File: src/hw/rtl/periodic_sample_scheduler_defines.svh
// ---------------------------------------------------------------------------
// Periodic sample scheduler assertion macros
// Concurrent assertion shorthands, clocked on i_clk and disabled in reset.
// ---------------------------------------------------------------------------
`ifndef PERIODIC_SAMPLE_SCHEDULER_DEFINES_SVH
`define PERIODIC_SAMPLE_SCHEDULER_DEFINES_SVH

// Same-cycle implication.
`define PSS_ASSERT_IMP(label, ante, cons) \
    label: assert property (@(posedge i_clk) disable iff (!i_rst_n) (ante) |-> (cons)) \
        else $error("periodic sample scheduler assertion failed");

// Next-cycle implication.
`define PSS_ASSERT_NXT(label, ante, cons) \
    label: assert property (@(posedge i_clk) disable iff (!i_rst_n) (ante) |=> (cons)) \
        else $error("periodic sample scheduler assertion failed");

`endif

File: src/hw/rtl/pss_ram.sv
// ---------------------------------------------------------------------------
// Generic RAM
// Single write port and single read port with registered read data.
// ---------------------------------------------------------------------------
`timescale 1ns / 1ps

module pss_ram #(
    parameter int WIDTH = 8,
    parameter int DEPTH = 16
) (
    input  logic                                  i_clk,
    input  logic                                  i_wr_en,
    input  logic [(DEPTH > 1 ? $clog2(DEPTH) : 1)-1:0] i_wr_addr,
    input  logic [WIDTH-1:0]                      i_wr_data,
    input  logic [(DEPTH > 1 ? $clog2(DEPTH) : 1)-1:0] i_rd_addr,
    output logic [WIDTH-1:0]                      o_rd_data
);

    logic [WIDTH-1:0] r_mem [DEPTH];
    logic [WIDTH-1:0] r_rd_data;

    always_ff @(posedge i_clk) begin
        if (i_wr_en) begin
            r_mem[i_wr_addr] <= i_wr_data;
        end
        r_rd_data <= r_mem[i_rd_addr];
    end

    assign o_rd_data = r_rd_data;

endmodule

File: config.mk
export PLATFORM = sky130hd
export DESIGN_NAME = pss_ram
export DESIGN_NICKNAME = d
export VERILOG_FILES = /design/src/hw/rtl/periodic_sample_scheduler_defines.svh /design/src/hw/rtl/pss_ram.sv
export SDC_FILE = /design/constraint.sdc
export NUM_CORES = 1
export LEC_CHECK = 0
export ABC_AREA = 1
export BUFFER_PORTS_ARGS = -buffer_cell sky130_fd_sc_hd__buf_2
export CORE_MARGIN = 2
export CORE_UTILIZATION = 62
export DETAILED_ROUTE_END_ITERATION = 12
export GPL_ROUTABILITY_DRIVEN = 0
export GPL_TIMING_DRIVEN = 0
export PLACE_DENSITY = 0.79
export SYNTH_ARGS = -nofsm -noshare
export SYNTH_HDL_FRONTEND = slang
export SYNTH_SLANG_ARGS = --single-unit
export TNS_END_PERCENT = 1
File: constraint.sdc
create_clock -name i_clk -period 2 [get_ports i_clk]
set_clock_uncertainty 0.2 [all_clocks]
set_input_delay 0.2 -clock i_clk [delete_from_list [all_inputs] [get_ports i_clk]]
set_output_delay 0.2 -clock i_clk [all_outputs]
set_load 0.005 [all_outputs]
# --- Word level (Yosys, flattened, before mapping) ---
# Memories as Yosys holds them, arrays and structs flattened. A register that Yosys moved wholly into a read port is not among the register bits.
# Cells that the tools add are included.
totals:
  ff_bits: 0
  mem_bits_rw: 128
  in_bits: 18
  elab_cells: 3
  memories: 1
op_classes:
  n_mux: 2
mem_list:
  columns: ["memory", "words", "word_bits", "rd", "rd_clocked_by_memory_dff", "wr", "line_no", "text"]
  rows:
  - ["r_mem", 16, 8, 1, 1, 1, "pss_ram.sv:19", "logic [WIDTH-1:0] r_mem [DEPTH];"]
ops:
  columns: ["operator", "n"]
  rows:
  - ["two-way mux 1 bit", 2]

# --- Depth between registers and ports, before layout ---
depth:
  word_depth: 2
  mapped_depth: 8

# --- Least setup slack after synthesis ---
# OpenSTA, ideal clock, no wires.
synth_path:
  path_type: "in2reg"
  from: "input port i_wr_addr[2] in the netlist's numbering"
  to: "memory r_mem[10][0] (enable)"
  setup_time_ps: 370
  arrival_ps: 781
  path_slack_ps: 649
  cell_stages: 2
  path_buffers: 0
  path_cell_list: "nand3b_1 -> nor2_1"
synth_rtl:
  columns: ["item", "line_no", "text"]
  rows:
  - ["start: declaration", "pss_ram.sv:13", "input logic [(DEPTH > 1 ? $clog2(DEPTH) : 1)-1:0] i_wr_addr,"]
  - ["end: declaration", "pss_ram.sv:19", null]
# No word-level cell before the write port.

==> impl_metrics.csv <==
group,metric,value,unit
synth,synthCells,551,
drt,first_pass_iters,6,
floorplan,die_h,100,um
synth,syn_avg_cell_area,10.5,um2
global_route,antenna_found_initial,0,
layout,fillers,566,
status,status,"finished clean",
drt,via_per_inst,5.58,
layout,seqCellArea,4000,um2
pwr,finalPower,6.53,mW
critical_path,reg2reg_slack,270,ps
drt,drc,0,
synth,syn-num-nets,569,
clock_tree,clk_pin_slew_worst_paths,60,ps
critical_path,rr_startpoint,"r_mem[1][3]",
floorplan,core_area,9150,um2
critical_path,cp_max_fo,9,
global_route,grt.overflow.total,0,
synth,ys_ff_latch,136,
sta,maxSlewViolCount,0,
sta,min_period,1880,ps
critical_path,r2r_end,"o_rd_data[3]",
clock_tree,clk_path_buf_depth,2,
layout,area_growth,16.0,%
sta,setup_tns,0,ps
clock_tree,cts.sinks,136,
run,maxCapViolations,0,
layout,drive_gt1_frac,0.128,
critical_path,start_kind,"primary input",
synth,synth_common_cells,"nand2_1 (173), edfxtp_1 (128), inv_1 (100), nand3_1 (97), nor2_1 (17)",
layout,multi_input_area,1210,um2
floorplan,ios,26,
sta,worst_slew_pin_slew,945,ps
synth,synth_edf_count,128,
clock_tree,cts_tree,"done",
critical_path,startpoint,"i_rd_addr[3]",
synth,ys_types,12,
sta,hold_violations,0,
drt,drt-total-wl,13200,um
global_route,grt_start_max_net_pins,17,
clock_tree,numCtsBuffers,17,
pwr,peakVddDrop,0.716,mV
pwr,leakage,2.92,nW
drt,wl_per_cell,18.2,um
placement,port-buffer-count,22,
drt,first_iter_violations,680,
synth,yosysSeqAreaShare,0.694,
sta,fin_crit_sh,0.939,
global_route,grt_pass1_vias,3952,
placement,dp_hpwl,8510,um
critical_path,worstSetupPathType,"primary input to flop",
layout,finalNetCount,622,
global_route,grt_pass1_wl,20800,um
floorplan,die-area,10100,um2
sta,fmax,532,MHz
synth,synth_area,5770,um2
synth,synth_top_area_cell,"edfxtp_1",
placement,dp_cells,684,
clock_tree,htreeDepth,4,
critical_path,worstSetupEndpoint,"o_rd_data[3]",
floorplan,start_util,0.630,
clock_tree,clock_latency,530,ps
sta,setup_violations,0,
synth,synth_area_leaders,"edfxtp_1 (67%), nand2_1 (11%), nand3_1 (8.4%)",
layout,fin_cells,728,
placement,place_area,6020,um2
global_route,grt.total_usage,0.290,
critical_path,arrival,2100,ps
synth,synth_flop_cell,"edfxtp_1",
critical_path,required,2220,ps
drt,vias,4063,
pwr,pwr_density_cell,976,nW/um2
hold_path,holdCritPathClass,"primary input to flop",
hold_path,holdPathStages,3,
synth,synth_top_area_share,0.667,
floorplan,rows,35,
synth,ys_async_sr_fraction,0,
synth,synth.yosys.warnings,0,
critical_path,critPathCaptureType,"flop",
clock_tree,root_buffer,"clkbuf_8",
synth,yosysMostFrequentCell,"nand2_1",
sta,maxSlewHeadroom,0.368,
drt,drtAntennaViolNets,0,
sta,rsz0062_at_grt,"false",
critical_path,r2r_cells,7,
layout,fin_util,0.731,
layout,fin_area,6690,um2
floorplan,dieWidth,100,um
layout,antenna_cells,0,
## worst min path at each step
| stage | end | slack, ps | startpoint |
|---|---|---|---|
| 3_3_place_gp | o_rd_data[2] | 380 | o_rd_data[2] |
| 3_5_place_dp | o_rd_data[6] | 380 | o_rd_data[6] |
| 5_1_grt | r_mem[2][6] | 110 | i_wr_addr[1] |
| 4_1_cts | r_mem[10][5] | 80 | i_wr_addr[1] |
| 2_1_floorplan | r_mem[0][0] | 100 | i_wr_data[0] |
| 6_report | r_mem[2][6] | 90 | i_wr_addr[1] |
## critical path, cell delays in order
cell	delay, ps
dlygate4sd3_1	520
buf_1	350
inv_1	240
nand3_1	190
nand2_1	60
dlygate4sd3_1	540
## cell type report
cell class	count	share of cell area
tap	111	0.0208
clock buffer	17	0.0619
timing repair buffer	34	0.0344
clock inverter	15	0.0211
multi-input combinational	289	0.181
buffer	24	0.0249
inverter	102	0.0572
sequential	136	0.598
## cells by family after synthesis
group / Yosys count / synth area share
buf+inv: 126 / 0.0952
flops: 136 / 0.694
simple gates: 289 / 0.210
## registers in the layout (all words and copies together) (netlist names)
signal and count:
o_rd_data 8, r_mem 128
## repair_timing
action / in CTS / in global routing
buffers inserted: 0 / 0
hold endpoints to repair: 136 / 0
hold buffers: 12 / 0
setup endpoints to repair: 0 / 1
resized for setup: 0 / 1
## where the power goes
group,internal (mW),switching [mW],leakage (nW)
registers,3.19,0.0163,1.22
logic,0.139,0.292,1.44
clock network,1.67,1.23,0.256
total,4.99,1.54,2.92
## metal layers
layer,global-route usage,vias to the layer above,part of all wire
li1,-,1883,-
met1,0.405,1871,0.41
met2,0.433,266,0.45
met3,0.0787,43,0.099
met4,0.129,0,0.035
met5,0,-,0
## placed cells by master (no fill, tap or decap)
cell	n
clkinv_4	2
inv_6	6
nand3_1	97
inv_2	3
nor2_1	17
edfxtp_1	128
buf_6	6
dlygate4sd3_1	12
bufinv_16	1
clkinvlp_4	5
dfxtp_1	8
nand3b_1	2
clkbuf_16	16
nand2_1	173
buf_2	35
clkinv_1	1
buf_4	4
clkbuf_8	1
buf_1	1
inv_1	99
## stage by stage
stage / setup slack [ps] / hold WS [ps]
floorplan: 649 / 98.9
global placement: 136 / 376
detailed placement: 126 / 378
CTS: 59.9 / 83.1
global route: 41.6 / 105
finish: 122 / 90.7
(Power assumes the default switching activity.)
