## src/hw/rtl/periodic_sample_scheduler_defines.svh

```systemverilog
// ---------------------------------------------------------------------------
// Periodic sample scheduler assertion macros
// Concurrent assertion shorthands, clocked on i_clk and disabled in reset.
// ---------------------------------------------------------------------------
`ifndef PERIODIC_SAMPLE_SCHEDULER_DEFINES_SVH
`define PERIODIC_SAMPLE_SCHEDULER_DEFINES_SVH

// Same-cycle implication.
`define PSS_ASSERT_IMP(label, ante, cons) \
    label: assert property (@(posedge i_clk) disable iff (!i_rst_n) (ante) |-> (cons)) \
        else $error("periodic sample scheduler assertion failed");

// Next-cycle implication.
`define PSS_ASSERT_NXT(label, ante, cons) \
    label: assert property (@(posedge i_clk) disable iff (!i_rst_n) (ante) |=> (cons)) \
        else $error("periodic sample scheduler assertion failed");

`endif

```

## src/hw/rtl/pss_pkg.sv

```systemverilog
// ---------------------------------------------------------------------------
// Periodic sample scheduler package
// Transaction types, operation and status codes, and shared control types.
// ---------------------------------------------------------------------------
`timescale 1ns / 1ps

package pss_pkg;

    localparam int CNT_W   = 7;
    localparam int DATA_W  = 32;
    localparam int SIZE_W  = 16;
    localparam int Q_DEPTH = 2;

    localparam logic [2:0] OP_TICK  = 3'd0;
    localparam logic [2:0] OP_ADD   = 3'd1;
    localparam logic [2:0] OP_CLEAR = 3'd2;
    localparam logic [2:0] OP_START = 3'd3;
    localparam logic [2:0] OP_STOP  = 3'd4;

    localparam logic [1:0] ST_OK    = 2'd0;
    localparam logic [1:0] ST_FULL  = 2'd1;
    localparam logic [1:0] ST_EMPTY = 2'd2;

    localparam logic KIND_STATUS = 1'b0;
    localparam logic KIND_SAMPLE = 1'b1;

    typedef struct packed {
        logic [2:0]        operation;
        logic [DATA_W-1:0] tick_value;
        logic [DATA_W-1:0] entry_phase;
        logic [DATA_W-1:0] entry_period;
        logic [DATA_W-1:0] entry_address;
        logic [SIZE_W-1:0] entry_size;
    } t_cmd;

    typedef struct packed {
        logic              kind;
        logic [1:0]        status;
        logic [DATA_W-1:0] sample_address;
        logic [SIZE_W-1:0] sample_size;
        logic [DATA_W-1:0] elapsed_ticks;
        logic              last;
    } t_result;

    typedef struct packed {
        logic [DATA_W-1:0] phase;
        logic [DATA_W-1:0] period;
        logic [DATA_W-1:0] address;
        logic [SIZE_W-1:0] size;
    } t_entry;

    typedef struct packed {
        logic              scan;
        logic [1:0]        status;
        logic [DATA_W-1:0] elapsed;
        logic [CNT_W-1:0]  count;
    } t_job;

    typedef struct packed {
        logic pop;
        logic scan_done;
    } t_back_ctl;

    typedef enum logic [2:0] {
        BS_IDLE,
        BS_READ,
        BS_LOAD,
        BS_DIVIDE,
        BS_FLUSH
    } t_bstate;

endpackage

```

## src/hw/rtl/pss_back.sv

```systemverilog
// ---------------------------------------------------------------------------
// Periodic sample scheduler back end
// Delivers status replies and walks the table for tick jobs, testing each
// entry with a bit-serial remainder unit when its period exceeds 1.
// ---------------------------------------------------------------------------
`timescale 1ns / 1ps

module pss_back import pss_pkg::*; #(
    parameter int IDX_W = 6
) (
    input  logic             i_clk,
    input  logic             i_rst_n,
    input  logic             i_job_valid,
    input  t_job             i_job,
    output t_back_ctl        o_ctl,
    output logic [IDX_W-1:0] o_rd_addr,
    input  t_entry           i_rd_data,
    output logic             o_result_valid,
    output t_result          o_result
);

    t_bstate           r_state, n_state;
    logic [IDX_W-1:0]  r_idx, n_idx;
    logic [CNT_W-1:0]  r_count, n_count;
    logic [DATA_W-1:0] r_elapsed, n_elapsed;
    logic [DATA_W-1:0] r_dividend, n_dividend;
    logic [DATA_W-1:0] r_rem, n_rem;
    logic [4:0]        r_step, n_step;
    logic [DATA_W-1:0] r_period, n_period;
    logic [DATA_W-1:0] r_phase, n_phase;
    logic [DATA_W-1:0] r_cur_addr, n_cur_addr;
    logic [SIZE_W-1:0] r_cur_size, n_cur_size;
    logic              r_pend_v, n_pend_v;
    logic [DATA_W-1:0] r_pend_addr, n_pend_addr;
    logic [SIZE_W-1:0] r_pend_size, n_pend_size;
    logic              r_out_v, n_out_v;
    t_result           r_out, n_out;
    logic [DATA_W:0]   w_trial;
    logic              w_ge;
    logic [DATA_W-1:0] w_rem_next;
    logic              w_last_entry;
    logic              w_decide;
    logic              w_hit;

    assign w_trial      = {r_rem, r_dividend[DATA_W-1]};
    assign w_ge         = w_trial >= {1'b0, r_period};
    assign w_rem_next   = w_ge ? DATA_W'(w_trial - {1'b0, r_period}) : w_trial[DATA_W-1:0];
    assign w_last_entry = (CNT_W'(r_idx) + CNT_W'(1)) == r_count;
    assign o_rd_addr    = r_idx;

    always_comb begin
        w_decide = 1'b0;
        w_hit    = 1'b0;
        if (r_state == BS_LOAD && i_rd_data.period <= DATA_W'(1)) begin
            w_decide = 1'b1;
            w_hit    = (i_rd_data.period == DATA_W'(1));
        end else if (r_state == BS_DIVIDE && r_step == 5'(DATA_W - 1)) begin
            w_decide = 1'b1;
            w_hit    = (w_rem_next == r_phase);
        end
    end

    always_comb begin
        n_state = r_state;
        unique case (r_state)
            BS_IDLE: begin
                if (i_job_valid && i_job.scan && i_job.count != '0) begin
                    n_state = BS_READ;
                end
            end
            BS_READ: begin
                n_state = BS_LOAD;
            end
            BS_LOAD, BS_DIVIDE: begin
                if (w_decide) begin
                    n_state = w_last_entry ? BS_FLUSH : BS_READ;
                end else begin
                    n_state = BS_DIVIDE;
                end
            end
            BS_FLUSH: begin
                n_state = BS_IDLE;
            end
            default: begin
                n_state = BS_IDLE;
            end
        endcase
    end

    always_comb begin
        n_idx       = r_idx;
        n_count     = r_count;
        n_elapsed   = r_elapsed;
        n_dividend  = r_dividend;
        n_rem       = r_rem;
        n_step      = r_step;
        n_period    = r_period;
        n_phase     = r_phase;
        n_cur_addr  = r_cur_addr;
        n_cur_size  = r_cur_size;
        n_pend_v    = r_pend_v;
        n_pend_addr = r_pend_addr;
        n_pend_size = r_pend_size;
        n_out_v     = 1'b0;
        n_out       = r_out;
        o_ctl.pop       = 1'b0;
        o_ctl.scan_done = 1'b0;
        unique case (r_state)
            BS_IDLE: begin
                if (i_job_valid) begin
                    o_ctl.pop = 1'b1;
                    if (i_job.scan) begin
                        n_idx     = '0;
                        n_count   = i_job.count;
                        n_elapsed = i_job.elapsed;
                        n_pend_v  = 1'b0;
                        o_ctl.scan_done = (i_job.count == '0);
                    end else begin
                        n_out_v = 1'b1;
                        n_out   = '{kind: KIND_STATUS, status: i_job.status,
                                    sample_address: '0, sample_size: '0,
                                    elapsed_ticks: '0, last: 1'b1};
                    end
                end
            end
            BS_LOAD: begin
                n_period   = i_rd_data.period;
                n_phase    = i_rd_data.phase;
                n_cur_addr = i_rd_data.address;
                n_cur_size = i_rd_data.size;
                n_dividend = r_elapsed;
                n_rem      = '0;
                n_step     = '0;
            end
            BS_DIVIDE: begin
                n_rem      = w_rem_next;
                n_dividend = {r_dividend[DATA_W-2:0], 1'b0};
                n_step     = r_step + 5'd1;
            end
            BS_FLUSH: begin
                o_ctl.scan_done = 1'b1;
                if (r_pend_v) begin
                    n_out_v = 1'b1;
                    n_out   = '{kind: KIND_SAMPLE, status: ST_OK,
                                sample_address: r_pend_addr, sample_size: r_pend_size,
                                elapsed_ticks: r_elapsed, last: 1'b1};
                end
            end
            default: begin
                n_out_v = 1'b0;
            end
        endcase
        if (w_decide) begin
            if (w_hit) begin
                if (r_pend_v) begin
                    n_out_v = 1'b1;
                    n_out   = '{kind: KIND_SAMPLE, status: ST_OK,
                                sample_address: r_pend_addr, sample_size: r_pend_size,
                                elapsed_ticks: r_elapsed, last: 1'b0};
                end
                n_pend_v    = 1'b1;
                n_pend_addr = (r_state == BS_LOAD) ? i_rd_data.address : r_cur_addr;
                n_pend_size = (r_state == BS_LOAD) ? i_rd_data.size : r_cur_size;
            end
            if (!w_last_entry) begin
                n_idx = r_idx + IDX_W'(1);
            end
        end
    end

    always_ff @(posedge i_clk) begin
        if (!i_rst_n) begin
            r_state  <= BS_IDLE;
            r_pend_v <= 1'b0;
            r_out_v  <= 1'b0;
        end else begin
            r_state  <= n_state;
            r_pend_v <= n_pend_v;
            r_out_v  <= n_out_v;
        end
    end

    always_ff @(posedge i_clk) begin
        r_idx       <= n_idx;
        r_count     <= n_count;
        r_elapsed   <= n_elapsed;
        r_dividend  <= n_dividend;
        r_rem       <= n_rem;
        r_step      <= n_step;
        r_period    <= n_period;
        r_phase     <= n_phase;
        r_cur_addr  <= n_cur_addr;
        r_cur_size  <= n_cur_size;
        r_pend_addr <= n_pend_addr;
        r_pend_size <= n_pend_size;
        r_out       <= n_out;
    end

    assign o_result_valid = r_out_v;
    assign o_result       = r_out;

endmodule
```

## config.mk

```make
export PLATFORM = sky130hd
export DESIGN_NAME = pss_back
export DESIGN_NICKNAME = d
export VERILOG_FILES = /design/src/hw/rtl/periodic_sample_scheduler_defines.svh /design/src/hw/rtl/pss_pkg.sv /design/src/hw/rtl/pss_back.sv
export SDC_FILE = /design/constraint.sdc
export NUM_CORES = 1
export LEC_CHECK = 0
export BUFFER_PORTS_ARGS = -buffer_cell sky130_fd_sc_hd__buf_2
export CORE_MARGIN = 2
export CORE_UTILIZATION = 35
export CTS_BUF_LIST = sky130_fd_sc_hd__clkbuf_4
export DETAILED_ROUTE_END_ITERATION = 16
export PLACE_DENSITY_LB_ADDON = 0.15
export SYNTH_ARGS = -nofsm -noshare
export SYNTH_HDL_FRONTEND = slang
export SYNTH_SLANG_ARGS = --single-unit
```

## constraint.sdc

```tcl
create_clock -name i_clk -period 9.3 [get_ports i_clk]
set_input_delay 0.465 -clock i_clk [delete_from_list [all_inputs] [get_ports i_clk]]
set_output_delay 0.465 -clock i_clk [all_outputs]
set_load 0.005 [all_outputs]
```

# --- Yosys cells after proc, flatten, opt, wreduce, memory -nomap -nowiden ---
# Index checks and enable logic that the tools add are counted.
# Widths: inputs -> output; s select.
totals:
  ramBits: 0
  inputBits: 157
  register_bits: 363
  out_inout_bits: 93
  mem_count: 0
  elab_cells: 89
  romBits: 0
  latch_bits: 0
classes:
  multipliers: 0
  n_div: 0
  bitwise: 0
  shift: 0
  muxes: 42
  n_addsub: 4
  eq_ne: 9
  magnitude_cmp: 2
  n_reduce_logical: 11
op_table:
  columns: ["op", "count"]
  rows:
  - ["$mux 84", 6]
  - ["$pmux 84 s2", 1]
  - ["$pmux 32 s2", 2]
  - ["$mux 32", 2]
  - ["$ge 33x32->1", 1]
  - ["$eq 32x1->1 const B", 1]
  - ["$eq 32x32->1", 1]
  - ["$le 32x1->1 const B", 1]
  - ["$sub 32x32->32", 1]
  - ["$mux 6", 5]
  - ["$mux 1", 17]
  - ["$mux 16", 1]
  - ["$pmux 5 s2", 1]
  - ["$mux 3", 3]
  - ["$pmux 3 s3", 1]
  - ["$add 6x1->7 const B", 1]
  - ["$eq 7x7->1", 1]
  - ["$logic_not 7->1", 1]
  - ["$reduce_bool 7->1", 1]
  - ["$add 6x1->6 const B", 1]
  - ["$eq 3x2->1 const B", 2]
  - ["$add 5x1->5 const B", 1]
  - ["$eq 5x5->1 const B", 1]
  - ["$logic_and 1x1->1", 4]
  - ["10 further kinds", 11]

# --- Longest topological paths before layout ---
logic_depth:
  ltp_word: 7
  mapped_depth: 19

# --- Worst setup path before layout ---
# Ideal clock, no wire load.
synth_timing:
  kind: "register to register"
  start: "register r_state[1]"
  end: "register r_out (netlist bit o_result[0])"
  setup_ns: 0.118
  arrival_time_ns: 7.938
  synth_period_minus_slack_ns: 8.056
  n_path_buf: 0
  setup_slack_ns: 1.244
  path_stages_with_launch: 11
  cell_sequence: "dfxtp_1 > inv_1 > nor2_1 > and2_1 > o311ai_0 > nor4_1 > nand2_1 > or4_4 > o41ai_2 > and2_1 > nor2_1"
synth_rtl:
  columns: ["element", "line", "source"]
  rows:
  - ["start: declaration", "pss_back.sv:22", "t_bstate r_state, n_state;"]
  - ["start signal: assignment", "pss_back.sv:177", "r_state <= n_state;"]
  - ["end signal: assignment", "pss_back.sv:196", "r_out <= n_out;"]
  - ["end: declaration", "pss_back.sv:37", "t_result r_out, n_out;"]

==> impl_metrics.toml <==
[run_status]
status = "completed"

[min_path]
min_path_type = "primary input to flip-flop"
hp-start = "i_job[41]"

[setup_path]
setup.worst_path.start_class = "flip-flop"
cp_data_arrival_time_ps = 6310
path_cells = "ha_1 -> a21oi_1 -> o21ai_1 -> a21o_1 -> o311ai_0 -> and2_2 -> o311ai_0 -> nor4_1 -> nand2_1 -> or4_4 -> nor4_2 -> o21ai_4 -> buf_4 -> mux2i_1"
criticalPathCategory = "flip-flop to flip-flop"
worstReg2RegStart = "r_rem[5]"
cp-startpoint = "r_rem[5]"
crit_required_ps = 9930
path_buf_inv = 1
crit_fanout = 38
cp_common_cell = "o311ai_0"
worst_path_max_delay_cell = "and2_2"
slowest_delay_ps = 820
crit_family = "simple AND/OR/NAND/NOR gates"
critPathCaptureType = "flip-flop"

[floorplanning]
die_y_um = 218.5
die_x_um = 218.5
core_mm2 = 0.04538
io_pins = 250
dieArea_mm2 = 0.04772
rows = 78
start_util_pct = 35.47

[place]
dp_hpwl_mm = 31.80
post-place-ws_ps = 3675
gp_congestion = 0.9337
port_buffers = 249

[timing]
finalHoldViolations = 0
worst_pin_slew_ps = 1171
fmax_ghz = 0.1759
setup_ws_ps = 3615
fin_skew_ps = 54.71
slew-limit-headroom_pct = 20.81
drv_slew = 0
hold_slack_ps = 145.1
fin_tns_setup_ps = 0
period_share_pct = 61.13
finalSetupViolations = 0
period_needed_ps = 5685
rsz0062_at_grt = "false"

[clock_tree]
cts_buffer_depth = 3
postCtsSetupRepairBufs = 0
cts-root-buf = "clkbuf_4"
clkSlewWorstSetupHoldPaths_ps = 70
cts_resized = 0
cts_buffers = 98
cts_sinks = 363
cts_max_level = 3
insertion_delay_ps = 810
cts_tree = "yes"
cts_hold_buf = 156

[global_route]
overflow = 0
grt_pass1_wl_mm = 69.83
grt_use_total_pct = 19.11
antenna_found_initial = 8
grt_pass1_vias = 12556
grt_start_max_net_pins = 83

[synth]
synth_top_area_cell = "edfxtp_1"
seq_area_frac_synth_pct = 58.82
ys.flop_type = "edfxtp_1"
synthTopCellsByCount = "edfxtp_1, nand2_1, dfxtp_1"
synth.net_count = 1598
avgSynthCellArea_um2 = 11.46
ys_warn_count = 0
synthTopCellsByArea = "edfxtp_1, dfxtp_1, mux2i_1"
synth_edf_count = 220
synth.top_cell.area_share_pct = 41.04
ys_types = 77
synth_area_mm2 = 0.01610
syn_inst = 1405
synth_most_common_cell = "edfxtp_1"
async_flop_share_pct = 0
yosys_register_bits = 363

[routing]
wl_per_cell_um = 17.83
avgViaCountPerCell = 4.808
dr.pass1.iters = 8
vias = 12231
wirelength_mm = 45.36
drtIter0Drc = 679
ant_nets = 0
drc = 0

[layout]
fin_nets = 2053
fillCellCount = 4395
layout-drive-gt1-share_pct = 25.43
syn_to_final_growth_pct = 28.59

[power]
vdd_drop_max_v = 0.0001072
power_density_mw_per_mm2 = 196.2
p_leak_nw = 9.097

[job]
cap_violations = 0
-- cell families (layout without fill, tap and decap cells) --
| kind of cell | after synthesis | after routing | share of synthesized area [%] |
|---|---|---|---|
| muxes | 135 | 135 | 8.775 |
| other | 0 | 5 | 0 |
| DFF | 363 | 363 | 58.82 |
| xor gates and xnor gates | 70 | 70 | 3.987 |
| AOI/OAI and AO/OA | 232 | 232 | 9.280 |
| and+or+nand+nor | 370 | 370 | 10.69 |
| adders and majority gates | 36 | 36 | 2.845 |
| buffers and inverters | 199 | 733 | 5.604 |
-- final timing paths --
check            endpoint  cells past startpoint  slack, ps
max           o_result[3]                     14       3620
min reg2reg  o_result[73]                      2        450
min          o_rd_addr[1]                      4        150
max reg2reg   o_result[3]                     14       3620
-- sequential cells by signal, summed over array words and instances (netlist names), 6 cells and up --
register     count
o_result        84
r_cur_addr      32
r_dividend      32
r_elapsed       32
r_pend_addr     32
r_period        32
r_phase         32
r_rem           32
r_cur_size      16
r_pend_size     16
r_count          7
o_rd_addr        6
-- area by class of cell --
cell class / count / area (um2) / share of cell area [%]
flip-flops and latches: 363 / 9469 / 45.74
multi-input cells: 843 / 5772 / 27.88
repair buffers: 415 / 2883 / 13.93
clock buffers: 152 / 1141 / 5.513
well taps: 600 / 750.7 / 3.627
inverters: 139 / 521.8 / 2.521
clock inverters: 27 / 150.1 / 0.7253
diodes: 5 / 12.51 / 0.06044
-- cells in the final DEF (no fill, tap or decap), drive strengths merged, types with 56 or more instances in the layout --
cell / instances
a21oi: 68
buf: 259
clkbuf: 152
dfxtp: 143
dlygate4sd3: 156
edfxtp: 220
inv: 142
mux2i: 86
nand2: 193
nor2: 56
o21ai: 64
-- where the power goes --
group / internal [mW] / total [mW] / switching [mW] / leakage [nW]
logic: 0.289 / 0.664 / 0.375 / 5.13
clock network: 0.773 / 1.44 / 0.672 / 0.769
registers: 1.90 / 1.95 / 0.0544 / 3.20
-- metrics by stage --
stage	area, um2	utilization, %	instances	total power [mW]
after floorplan	16100	-	1405	2.401
after global placement	17830	39.30	2204	2.590
after detailed placement	17830	39.30	2204	2.597
after CTS	20690	45.59	2539	4.134
after global routing	20700	45.61	2543	4.285
final	20700	45.61	2544	4.062
-- tightest hold or removal path, delay by kind of cell --
kind	cells	cell delay [ps]
buf+inv	1	130
simple gates	3	290
-- routing by layer --
layer  vias up  track usage, %  share of wire [%]
met5         -               0              0.077
met4         6           8.050                3.2
met3        96           6.193                7.1
met2       371           31.12                 47
met1      5793           23.20                 42
li1       5965               -                  -
Note: power is estimated with default switching activity, not from simulation.
