### src/hw/rtl/periodic_sample_scheduler_defines.svh
// ---------------------------------------------------------------------------
// Periodic sample scheduler assertion macros
// Concurrent assertion shorthands, clocked on i_clk and disabled in reset.
// ---------------------------------------------------------------------------
`ifndef PERIODIC_SAMPLE_SCHEDULER_DEFINES_SVH
`define PERIODIC_SAMPLE_SCHEDULER_DEFINES_SVH

// Same-cycle implication.
`define PSS_ASSERT_IMP(label, ante, cons) \
    label: assert property (@(posedge i_clk) disable iff (!i_rst_n) (ante) |-> (cons)) \
        else $error("periodic sample scheduler assertion failed");

// Next-cycle implication.
`define PSS_ASSERT_NXT(label, ante, cons) \
    label: assert property (@(posedge i_clk) disable iff (!i_rst_n) (ante) |=> (cons)) \
        else $error("periodic sample scheduler assertion failed");

`endif

### src/hw/rtl/pss_pkg.sv
// ---------------------------------------------------------------------------
// Periodic sample scheduler package
// Transaction types, operation and status codes, and shared control types.
// ---------------------------------------------------------------------------
`timescale 1ns / 1ps

package pss_pkg;

    localparam int CNT_W   = 7;
    localparam int DATA_W  = 32;
    localparam int SIZE_W  = 16;
    localparam int Q_DEPTH = 2;

    localparam logic [2:0] OP_TICK  = 3'd0;
    localparam logic [2:0] OP_ADD   = 3'd1;
    localparam logic [2:0] OP_CLEAR = 3'd2;
    localparam logic [2:0] OP_START = 3'd3;
    localparam logic [2:0] OP_STOP  = 3'd4;

    localparam logic [1:0] ST_OK    = 2'd0;
    localparam logic [1:0] ST_FULL  = 2'd1;
    localparam logic [1:0] ST_EMPTY = 2'd2;

    localparam logic KIND_STATUS = 1'b0;
    localparam logic KIND_SAMPLE = 1'b1;

    typedef struct packed {
        logic [2:0]        operation;
        logic [DATA_W-1:0] tick_value;
        logic [DATA_W-1:0] entry_phase;
        logic [DATA_W-1:0] entry_period;
        logic [DATA_W-1:0] entry_address;
        logic [SIZE_W-1:0] entry_size;
    } t_cmd;

    typedef struct packed {
        logic              kind;
        logic [1:0]        status;
        logic [DATA_W-1:0] sample_address;
        logic [SIZE_W-1:0] sample_size;
        logic [DATA_W-1:0] elapsed_ticks;
        logic              last;
    } t_result;

    typedef struct packed {
        logic [DATA_W-1:0] phase;
        logic [DATA_W-1:0] period;
        logic [DATA_W-1:0] address;
        logic [SIZE_W-1:0] size;
    } t_entry;

    typedef struct packed {
        logic              scan;
        logic [1:0]        status;
        logic [DATA_W-1:0] elapsed;
        logic [CNT_W-1:0]  count;
    } t_job;

    typedef struct packed {
        logic pop;
        logic scan_done;
    } t_back_ctl;

    typedef enum logic [2:0] {
        BS_IDLE,
        BS_READ,
        BS_LOAD,
        BS_DIVIDE,
        BS_FLUSH
    } t_bstate;

endpackage

### src/hw/rtl/pss_front.sv
// ---------------------------------------------------------------------------
// Periodic sample scheduler front end
// Accepts transactions, keeps table count and run state, writes entries and
// queues jobs for the back end.
// ---------------------------------------------------------------------------
`timescale 1ns / 1ps

module pss_front import pss_pkg::*; #(
    parameter int TABLE_DEPTH = 64,
    parameter int IDX_W       = 6
) (
    input  logic             i_clk,
    input  logic             i_rst_n,
    input  logic             i_start,
    input  t_cmd             i_cmd,
    output logic             o_busy,
    output logic             o_wr_en,
    output logic [IDX_W-1:0] o_wr_addr,
    output t_entry           o_wr_data,
    output logic             o_job_valid,
    output t_job             o_job,
    input  t_back_ctl        i_ctl
);

    logic [CNT_W-1:0]  r_count, n_count;
    logic              r_running, n_running;
    logic [DATA_W-1:0] r_start_tick, n_start_tick;
    logic              r_lock, n_lock;
    t_job              r_q [Q_DEPTH];
    logic              r_q_wr, r_q_rd;
    logic [1:0]        r_q_cnt, n_q_cnt;
    logic              w_accept;
    logic              w_push;
    t_job              w_job;

    assign o_busy    = (r_q_cnt == 2'(Q_DEPTH)) || r_lock;
    assign w_accept  = i_start && !o_busy;
    assign o_wr_addr = r_count[IDX_W-1:0];
    assign o_wr_data = '{phase: i_cmd.entry_phase, period: i_cmd.entry_period,
                         address: i_cmd.entry_address, size: i_cmd.entry_size};

    always_comb begin
        n_count      = r_count;
        n_running    = r_running;
        n_start_tick = r_start_tick;
        w_push       = 1'b0;
        o_wr_en      = 1'b0;
        w_job        = '{scan: 1'b0, status: ST_OK, elapsed: '0, count: r_count};
        if (w_accept) begin
            case (i_cmd.operation)
                OP_TICK: begin
                    if (r_running) begin
                        w_push        = 1'b1;
                        w_job.scan    = 1'b1;
                        w_job.elapsed = i_cmd.tick_value - r_start_tick;
                    end
                end
                OP_ADD: begin
                    w_push = 1'b1;
                    if (r_count >= CNT_W'(TABLE_DEPTH)) begin
                        w_job.status = ST_FULL;
                    end else begin
                        o_wr_en = 1'b1;
                        n_count = r_count + CNT_W'(1);
                    end
                end
                OP_CLEAR: begin
                    w_push    = 1'b1;
                    n_running = 1'b0;
                    n_count   = '0;
                end
                OP_START: begin
                    w_push = 1'b1;
                    if (r_count == '0) begin
                        w_job.status = ST_EMPTY;
                    end else begin
                        n_running    = 1'b1;
                        n_start_tick = i_cmd.tick_value;
                    end
                end
                OP_STOP: begin
                    w_push    = 1'b1;
                    n_running = 1'b0;
                end
                default: begin
                    w_push = 1'b0;
                end
            endcase
        end
    end

    always_comb begin
        n_q_cnt = r_q_cnt + 2'(w_push) - 2'(i_ctl.pop);
        n_lock  = r_lock;
        if (i_ctl.scan_done) begin
            n_lock = 1'b0;
        end
        if (w_push && w_job.scan) begin
            n_lock = 1'b1;
        end
    end

    always_ff @(posedge i_clk) begin
        if (!i_rst_n) begin
            r_count      <= '0;
            r_running    <= 1'b0;
            r_start_tick <= '0;
            r_lock       <= 1'b0;
            r_q_wr       <= 1'b0;
            r_q_rd       <= 1'b0;
            r_q_cnt      <= '0;
        end else begin
            r_count      <= n_count;
            r_running    <= n_running;
            r_start_tick <= n_start_tick;
            r_lock       <= n_lock;
            r_q_cnt      <= n_q_cnt;
            if (w_push) begin
                r_q_wr <= ~r_q_wr;
            end
            if (i_ctl.pop) begin
                r_q_rd <= ~r_q_rd;
            end
        end
    end

    always_ff @(posedge i_clk) begin
        if (w_push) begin
            r_q[r_q_wr] <= w_job;
        end
    end

    assign o_job_valid = (r_q_cnt != '0);
    assign o_job       = r_q[r_q_rd];

endmodule

### config.mk
export PLATFORM = sky130hd
export DESIGN_NAME = pss_front
export DESIGN_NICKNAME = d
export VERILOG_FILES = /design/src/hw/rtl/periodic_sample_scheduler_defines.svh /design/src/hw/rtl/pss_pkg.sv /design/src/hw/rtl/pss_front.sv
export SDC_FILE = /design/constraint.sdc
export NUM_CORES = 1
export LEC_CHECK = 0
export BUFFER_PORTS_ARGS = -buffer_cell sky130_fd_sc_hd__buf_2
export CAP_MARGIN = 5
export CORE_ASPECT_RATIO = 1.2
export CORE_MARGIN = 2
export CORE_UTILIZATION = 40
export DETAILED_ROUTE_END_ITERATION = 16
export MAX_ROUTING_LAYER = met4
export PLACE_DENSITY = 0.71
export SYNTH_ARGS = -nofsm -noshare
export SYNTH_HDL_FRONTEND = slang
export SYNTH_SLANG_ARGS = --single-unit
### constraint.sdc
create_clock -name i_clk -period 3.1 [get_ports i_clk]
set_input_delay 0.31 -clock i_clk [delete_from_list [all_inputs] [get_ports i_clk]]
set_output_delay 0.31 -clock i_clk [all_outputs]
set_load 0.02 [all_outputs]
* After elaboration in Yosys (flattened, before gate mapping) *
Memory sizes are Yosys's and may differ from the RTL's. A register that Yosys moved wholly into a read port is not among the register bits.
Index checks and enable logic that the tools add are counted.

word-level totals
  register bits after elaboration = 45
  RAM bits = 84
  bits of input ports = 152
  output and inout port bits = 163
  logic and storage cells = 61
  memories = 1

operators by class
  add/sub/neg operators = 4
  $lt $le $gt $ge = 1
  equality and inequality tests = 7
  muxes and demuxes = 23
  bitwise gates (word level) = 3
  reduce and logical (&&, ||, !) cells = 15

memories
  memory  depth  bits a word  read ports  clocked after memory_dff  wr ports  RTL line         text
  r_q     2      42           1           1                         1         pss_front.sv:29  t_job r_q [Q_DEPTH];

operators by type and width
  kind                                                             count
  32-bit two-way mux                                               2
  35-bit two-way mux                                               1
  32-bit subtractor                                                1
  1-bit two-way mux                                                14
  7-bit case mux with 2 select lines                               1
  3-bit AND reduction                                              3
  2-bit nonzero test                                               4
  7-bit by 1-bit adder with 7-bit output, second input constant    1
  7-bit >= comparator, second input constant                       1
  7-bit zero test                                                  1
  7-bit two-way mux                                                1
  3-bit by 2-bit == test with 1-bit output, second input constant  2
  2-bit inequality test, second input constant                     2
  1-bit case mux with 2 select lines                               2
  2-bit case mux with 2 select lines                               1
  4-bit OR reduction                                               1
  3-bit by 1-bit == test with 1-bit output, second input constant  1
  3-bit == test, second input constant                             1
  3-bit zero test                                                  1
  1-bit inverter                                                   3
  2-bit by 1-bit adder with 2-bit output                           1
  2-bit == test, second input constant                             1
  1-bit logical AND                                                2
  2-bit two-way mux                                                1
  other kinds (4)                                                  4

* Longest topological paths before layout *
Gate-level depths: netlist of the first run.

  depth in word-level cells = 7
  gate-level depth with buffers = 10
  depth with buffers taken out = 10

* Least setup slack after synthesis of the first run *
OpenSTA, ideal clock, no wires.

  kind = input -> register
  start = input port i_cmd[145] in the netlist's numbering
  end = memory r_q[0][0] in the netlist's numbering (enable)
  library setup time = 0.443 ns
  data arrival time = 2.849 ns
  data required time = 2.657 ns
  slack = -0.192 ns
  stages on the path = 5
  path buffers = 1
  cells stage by stage = clkbuf_1 > nor2_1 > mux2i_1 > nand3_1 > nor2_1

on the way
  cells in the longest elaborated chain, start to end = 6
  elaborated cells on any way between the ends = 10
  those cells by class = 4 x eq/ne; 4 x mux; 2 x reduce/logical

RTL lines
  item                                                              RTL line          text
  start: declaration                                                pss_front.sv:15   input t_cmd i_cmd,
  3-bit by 2-bit == test with 1-bit output (tied with other cells)  pss_front.sv:50   case (i_cmd.operation)
  4-bit OR reduction (no source line)                               -
  1-bit case mux with 2 select lines (*)                            pss_front.sv:50
  1-bit two-way mux (*)                                             pss_front.sv:49   if (w_accept) begin
  1-bit two-way mux (*)                                             pss_front.sv:128  if (w_push) begin
  1-bit two-way mux (implied by the code) (*)                       pss_front.sv:129  r_q[r_q_wr] <= w_job;
  end: declaration                                                  pss_front.sv:29

Mark *: on every way between the ends. The rest lies on a longest branch, timed or not.

==> flow_metrics.tcl, run 1 <==
set metrics [dict create \
    grt_antenna_before_repair 1 \
    place_inst 1010 \
    cp_data_required_time_ps 3260 \
    synth-main-ff-cell "sky130_fd_sc_hd__edfxtp_1" \
    dp_hpwl_um 12640 \
    fin_tns_setup_ps 0 \
    pin_count 315 \
    netlist_instances 793 \
    crit_path_max_fanout 7 \
    peak_freq_ghz 0.3545 \
    synth.net_count 982 \
    yosys.area.top_type "sky130_fd_sc_hd__edfxtp_1" \
    setup_slack_ps 279.1 \
    residual_overflow_from_global_routing 0 \
    cp-start-kind "flop" \
    sequential_area_share_after_synthesis 0.4377 \
    r2r.worst_path.cells 9 \
    grt_pass1_wl_um 27380 \
    rrSetupSlack_ps 280 \
    worst_hold_path.num_cells 3 \
    clk_pin_slew_worst_paths_ps 60 \
    place_congestion 0.8832 \
    placed_cell_area_sq_mm 0.007756 \
    dieHeight_um 157.6 \
    cts_num_sinks 130 \
    regToRegEndpoint "r_q[0][38]$_DFFE_PP_" \
    power_density_mw_per_mm2 563.5 \
    die_width_um 132.0 \
    yosysUniqueCellTypes 54 \
    avg_vias_per_cell 5.022 \
    final_layout_size_suffix_gt1_frac 0.2382 \
    count_of_vias_placed_by_the_detailed_router 5238 \
    result_of_the_run "complete, no violations" \
    cts_resized 0 \
    post_synthesis_async_set_or_reset_flop_share 0 \
    numPortBuffers 90 \
    min_from "i_cmd[112]" \
    fp-row-count 56 \
    synth.top_cell.area_share 0.3207 \
    period_minus_slack_ps 2821 \
    drt_drc_violations_left 0 \
    floorplan.initialDensity 0.4053 \
    cts_inserted_buffers 17 \
    vias_in_the_first_global_route 5231 \
    clock_tree.root_cell "sky130_fd_sc_hd__clkbuf_16" \
    synth.area.top_cells "sky130_fd_sc_hd__edfxtp_1 32%, sky130_fd_sc_hd__dfxtp_1 12%, sky130_fd_sc_hd__buf_4 11%, sky130_fd_sc_hd__mux2_2 6.0%, sky130_fd_sc_hd__ha_1 5.7%" \
    syn-cell-area_sq_mm 0.007866 \
    num-fill-cells 1875 \
    drt-total-wl_um 17160 \
    detail-route-antenna-nets 0 \
    critical_path_arrival_ps 2980 \
    final-hold-violation-count 0 \
    leakage_power_summed_over_all_cells_nw 2.995 \
    final-max-slew-violation-count 0 \
    setup_viol_count_final 0 \
    clock-skew-final_ps 11.72 \
    worstSetupPathType "flop to flop" \
    track_usage 0.1747 \
    worstReg2RegStart "r_start_tick[13]$_SDFFE_PN0P_" \
    slew_headroom 0.5471 \
    synth-edff-count 84 \
    floorplan.die_area_sq_mm 0.02081 \
    stdcell_area_sq_mm 0.008367 \
    syn_to_final_growth_pct 6.362 \
    post_cts_hold_buffer_count 0 \
    rsz_0062_raised_after_global_routing "no" \
    post_cts_buffers 0 \
    drt-wirelength-per-cell_um 16.46 \
    worst-slew-pin-transition_ps 679.3 \
    endpoint_kind "flop" \
    detail_route.first_pass.iterations 5 \
    metal1_wirelength_um 6992 \
    cts.htree.levels 4 \
    p_total_mw 4.715 \
    route.met3.wl_um 839 \
    yosys_warn_count 0 \
    clk-insertion-delay-late_ps 430 \
    nNetsFinal 957 \
    worst_hold_path.endpoint "r_start_tick[0]$_SDFFE_PN0P_" \
    grt_max_degree 41 \
    cts_tree "done" \
    ys_ff_latch 130 \
    synthesis.area_per_instance_sq_um 9.920 \
    routed.top_layer "met4" \
    min_period_over_period 0.9100 \
    core_outline_area_sq_mm 0.01941 \
    met2_length_um 8822 \
    peakVddDrop_mv 0.3955 \
    preCtsSetupSlack_ps 248.9 \
    maxCapViolations 0 \
    first_iter_violations 228 \
    final-instance-count-excl-fill 1043 \
    min-delay-path-class "input port to flop" \
    ctsLongestPathBuffers 2 \
]
registers in the layout, summed over array words and instances (netlist names), named ones only:
| name | cells |
|---|---|
| r_start_tick | 32 |
| r_running | 1 |
| r_q_wr | 1 |
| r_lock | 1 |
| r_q_cnt | 2 |
| r_count | 7 |
| r_q | 84 |
| r_q_rd | 1 |
layout make-up:
| class | count | area, sq um | area share |
|---|---|---|---|
| sequential | 130 | 3445 | 0.4117 |
| multi-input combinational | 474 | 3266 | 0.3903 |
| timing repair buffer | 100 | 550.5 | 0.06580 |
| clock buffer | 18 | 429.2 | 0.05129 |
| tap | 261 | 326.6 | 0.03903 |
| clock inverter | 14 | 178.9 | 0.02138 |
| inverter | 45 | 168.9 | 0.02019 |
| antenna | 1 | 2.502 | 0.0002991 |
critical path, cell delays in order (launching register included):
cell and delay [ps]:
sky130_fd_sc_hd__dfxtp_1 330, sky130_fd_sc_hd__inv_1 40, sky130_fd_sc_hd__ha_1 400, sky130_fd_sc_hd__nand2_1 110, sky130_fd_sc_hd__o21bai_2 230, sky130_fd_sc_hd__a2111oi_4 390, sky130_fd_sc_hd__o21ai_2 140, sky130_fd_sc_hd__a2111oi_4 430
sky130_fd_sc_hd__a21bo_1 170, sky130_fd_sc_hd__mux2_1 330
worst max path at each step:
stage	startpoint	to	slack, ps
floorplan	i_cmd[145]	r_q[0][0]$_DFFE_PP_	490
global placement	i_cmd[125]	r_q[0][38]$_DFFE_PP_	310
detailed placement	i_cmd[125]	r_q[1][38]$_DFFE_PP_	250
CTS	r_start_tick[13]$_SDFFE_PN0P_	r_q[0][38]$_DFFE_PP_	300
global route	r_start_tick[13]$_SDFFE_PN0P_	r_q[1][38]$_DFFE_PP_	120
finish	r_start_tick[13]$_SDFFE_PN0P_	r_q[0][38]$_DFFE_PP_	280
report_power, final:
group / internal [mW] / leakage, nW / total [mW] / switching, mW
sequential: 1.92 / 1.10 / 1.96 / 0.0368
clock: 1.28 / 0.294 / 2.06 / 0.783
combinational: 0.279 / 1.60 / 0.695 / 0.415
total: 3.48 / 2.99 / 4.71 / 1.23
synthesized netlist by cell type (8+ instances only):
library cell               instances
sky130_fd_sc_hd__a21boi_0         33
sky130_fd_sc_hd__clkbuf_1         17
sky130_fd_sc_hd__ha_1             36
sky130_fd_sc_hd__inv_1            45
sky130_fd_sc_hd__mux2_2           42
sky130_fd_sc_hd__nor2_1           59
sky130_fd_sc_hd__nand3_1          10
sky130_fd_sc_hd__o21ai_0          23
sky130_fd_sc_hd__nor3_1           10
sky130_fd_sc_hd__dfxtp_1          46
sky130_fd_sc_hd__buf_4           119
sky130_fd_sc_hd__xnor2_1          19
sky130_fd_sc_hd__a21oi_1          28
sky130_fd_sc_hd__a21o_1            9
sky130_fd_sc_hd__and2_1           10
sky130_fd_sc_hd__nand4_1           8
sky130_fd_sc_hd__edfxtp_1         84
sky130_fd_sc_hd__nand2_1          97
sky130_fd_sc_hd__xor2_1           12
sky130_fd_sc_hd__o21a_1           11
per-stage QoR:
| stage | utilization | hold slack [ps] |
|---|---|---|
| after floorplan | - | 443.5 |
| after global placement | 0.3996 | 451.3 |
| after detailed placement | 0.3996 | 459.2 |
| after CTS | 0.4310 | 131.6 |
| after global routing | 0.4311 | 142.5 |
| final | 0.4311 | 145.9 |
cell families after synthesis:
kind of cell | after synthesis | share of synthesized area
simple gates | 217 | 0.1207
buf+inv | 189 | 0.1490
compound gates | 141 | 0.1303
flops | 130 | 0.4377
mux | 48 | 0.06792
fa+ha+maj | 37 | 0.05981
xor+xnor | 31 | 0.03452
cells in the final DEF (no fill, tap or decap), types with 12 or more instances in the layout:
master / count
sky130_fd_sc_hd__nand2_1: 97
sky130_fd_sc_hd__buf_2: 90
sky130_fd_sc_hd__edfxtp_1: 84
sky130_fd_sc_hd__nor2_1: 57
sky130_fd_sc_hd__inv_1: 45
sky130_fd_sc_hd__dfxtp_1: 45
sky130_fd_sc_hd__mux2_2: 42
sky130_fd_sc_hd__ha_1: 36
sky130_fd_sc_hd__a21boi_0: 33
sky130_fd_sc_hd__a21oi_1: 28
sky130_fd_sc_hd__o21ai_0: 23
sky130_fd_sc_hd__xnor2_1: 19
sky130_fd_sc_hd__clkbuf_16: 17
sky130_fd_sc_hd__xor2_1: 12
per-layer routing:
layer | GRT usage | vias up
li1 | - | 2568
met1 | 0.1908 | 2443
met2 | 0.2979 | 176
met3 | 0.04387 | 51
met4 | 0.08799 | 0
met5 | - | -
Power figures use the tool's default switching activity.
==> run 2, diff against run 1 <==
--- a/config.mk
+++ b/config.mk
@@ -5,6 +5,7 @@
 export SDC_FILE = /design/constraint.sdc
 export NUM_CORES = 1
 export LEC_CHECK = 0
+export ABC_AREA = 1
 export BUFFER_PORTS_ARGS = -buffer_cell sky130_fd_sc_hd__buf_2
 export CAP_MARGIN = 5
 export CORE_ASPECT_RATIO = 1.2
@@ -12,7 +13,7 @@
 export CORE_UTILIZATION = 40
 export DETAILED_ROUTE_END_ITERATION = 16
 export MAX_ROUTING_LAYER = met4
-export PLACE_DENSITY = 0.71
+export PLACE_DENSITY = 0.7
 export SYNTH_ARGS = -nofsm -noshare
 export SYNTH_HDL_FRONTEND = slang
 export SYNTH_SLANG_ARGS = --single-unit
==> flow_metrics.tcl, run 2 <==
set metrics [dict create \
    worst_hold_path.num_cells 3 \
    syn_to_final_growth_pct 5.492 \
    drt-total-wl_um 18990 \
    synth.top_cell.area_share 0.3017 \
    final-instance-count-excl-fill 1289 \
    worst-slew-pin-transition_ps 658.7 \
    numPortBuffers 90 \
    clock_tree.root_cell "sky130_fd_sc_hd__clkbuf_16" \
    post_synthesis_async_set_or_reset_flop_share 0 \
    grt_antenna_before_repair 0 \
    first_iter_violations 354 \
    gr-usage-met2 0.3145 \
    place_inst 1257 \
    yosys.area.top_type "sky130_fd_sc_hd__edfxtp_1" \
    gr-usage-met3 0.04077 \
    clk_pin_slew_worst_paths_ps 60 \
    netlist_instances 1032 \
    rsz_0062_raised_after_global_routing "no" \
    synth-edff-count 84 \
    cp_data_required_time_ps 2790 \
    count_of_vias_placed_by_the_detailed_router 6205 \
    grt_pass1_wl_um 29710 \
    cts_resized 0 \
    largest-register "r_q" \
    synth-main-ff-cell "sky130_fd_sc_hd__edfxtp_1" \
    detail_route.first_pass.iterations 5 \
    power_density_mw_per_mm2 537.4 \
    cts_num_sinks 130 \
    leakage_power_summed_over_all_cells_nw 3.988 \
    drt_drc_violations_left 0 \
    synth.cells.most_frequent "229 x sky130_fd_sc_hd__nand2_1, 152 x sky130_fd_sc_hd__inv_1, 120 x sky130_fd_sc_hd__buf_4" \
    avg_vias_per_cell 4.814 \
    pin_count 315 \
    clk-insertion-delay-late_ps 420 \
    synthesis.area_per_instance_sq_um 8.101 \
    cts_tree "done" \
    detail-route-antenna-nets 0 \
    result_of_the_run "complete, no violations" \
    min-delay-path-class "input port to flop" \
    cts.htree.levels 4 \
    final_layout_size_suffix_gt1_frac 0.1982 \
    yosysUniqueCellTypes 37 \
    peak_freq_ghz 0.4659 \
    final.hold.worst_slack_ps 157.8 \
    vias_in_the_first_global_route 6037 \
    synth.net_count 1221 \
    diode_count 0 \
    sequential_area_share_after_synthesis 0.4119 \
    grt.met1_usage 0.1939 \
    preCtsSetupSlack_ps 922.3 \
    post_cts_hold_buffer_count 0 \
    mostFrequentLayoutCells "229 x sky130_fd_sc_hd__nand2_1, 152 x sky130_fd_sc_hd__inv_1, 90 x sky130_fd_sc_hd__buf_2" \
    die_width_um 136.0 \
    clock-skew-final_ps 14.11 \
    setup_viol_count_final 0 \
    peakVddDrop_mv 0.2917 \
    floorplan.initialDensity 0.4099 \
    ctsLongestPathBuffers 2 \
    period_minus_slack_ps 2146 \
    largest_register_ffs 84 \
    syn-cell-area_sq_mm 0.008361 \
    grt_max_degree 63 \
    yosys_warn_count 0 \
    final-max-slew-violation-count 0 \
    num-fill-cells 2010 \
    critical_path_arrival_ps 1840 \
    drt-wirelength-per-cell_um 14.73 \
    core_outline_area_sq_mm 0.02040 \
    floorplan.die_area_sq_mm 0.02208 \
    synth.area.top_cells "sky130_fd_sc_hd__edfxtp_1 30%, sky130_fd_sc_hd__dfxtp_1 11%, sky130_fd_sc_hd__buf_4 11%, sky130_fd_sc_hd__nand2_1 10%, sky130_fd_sc_hd__inv_1 6.8%" \
    fp-row-count 57 \
    maxCapViolations 0 \
    grt_most_used_layer "met2" \
    cp-start-kind "flop" \
    setup_slack_ps 953.6 \
    cts_inserted_buffers 17 \
    slew_headroom 0.5609 \
    place_congestion 0.9076 \
    final_core_utilization 0.4324 \
    post_cts_buffers 0 \
    fin_tns_setup_ps 0 \
    layout_commonest_cell "sky130_fd_sc_hd__nand2_1" \
    largest_registers_in_the_final_layout "r_q x84, r_start_tick x32, r_count x7" \
    track_usage 0.1815 \
    worstSetupPathType "flop to primary output" \
    dieHeight_um 162.4 \
    min_period_over_period 0.6924 \
    residual_overflow_from_global_routing 0 \
    nNetsFinal 1200 \
    endpoint_kind "primary output" \
    crit_path_max_fanout 19 \
    ys_ff_latch 130 \
    most_frequent_cell_after_synthesis "sky130_fd_sc_hd__nand2_1" \
    final-hold-violation-count 0 \
    r2r.worst_path.cells 12 \
    dp_hpwl_um 14750 \
]
==> run 2: cell types whose count changed after synthesis, sizes merged, moves of 27 or more <==
cell / change
nand2: +135
inv: +122
a21oi: +53
a21boi: -35
o21ai: +28
nand3: +27
==> run 2: stage by stage <==
step / power (mW) / cell area [sq um]
6_report: 4.740 / 8820
3_5_place_dp: 2.731 / 8208
2_1_floorplan: 2.710 / 8361
4_1_cts: 4.772 / 8820
5_1_grt: 4.934 / 8820
3_3_place_gp: 2.722 / 8208
==> run 2: layout make-up <==
cell class	count	area, sq um	area share
inverters	170	638.1	0.07235
multi-input cells	597	3306	0.3748
repair buffers	95	488.0	0.05533
clock buffers	19	464.2	0.05263
well taps	265	331.6	0.03759
clock inverters	13	147.6	0.01674
flip-flops and latches	130	3445	0.3906
==> run 2: per-layer routing <==
metal	share of wire	routed length (um)	vias up
li1	-	-	3161
met1	0.40	7592	2791
met2	0.50	9515	191
met3	0.060	1143	62
met4	0.039	738	0
met5	0	0	-
==> run 2: power by group <==
group,switching [mW],internal [mW]
clock network,0.787,1.26
logic,0.482,0.263
registers,0.0301,1.91
==> run 2: final timing paths <==
path                                 startpoint                             to  slack, ps
setup / recovery                           flop                      o_job[35]        950
hold / removal                       i_cmd[143]  r_start_tick[31]$_SDFFE_PN0P_        160
setup reg to reg   r_start_tick[2]$_SDFFE_PN0P_           r_q[0][28]$_DFFE_PP_        990
hold reg to reg   r_start_tick[19]$_SDFFE_PN0P_  r_start_tick[19]$_SDFFE_PN0P_        450
==> run 2: cell families after synthesis <==
logic type	count (synthesis)	synth area share
buf+inv	305	0.1946
fa+ha+maj	37	0.05627
xor+xnor	6	0.006285
mux	42	0.05657
compound gates	144	0.09129
simple gates	368	0.1832
flops	130	0.4119
==> run 2: worst max-delay path: stages, from the launching register on <==
cell and delay [ps]:
sky130_fd_sc_hd__dfxtp_2 500, sky130_fd_sc_hd__buf_4 330, sky130_fd_sc_hd__mux2_2 400, sky130_fd_sc_hd__buf_2 170
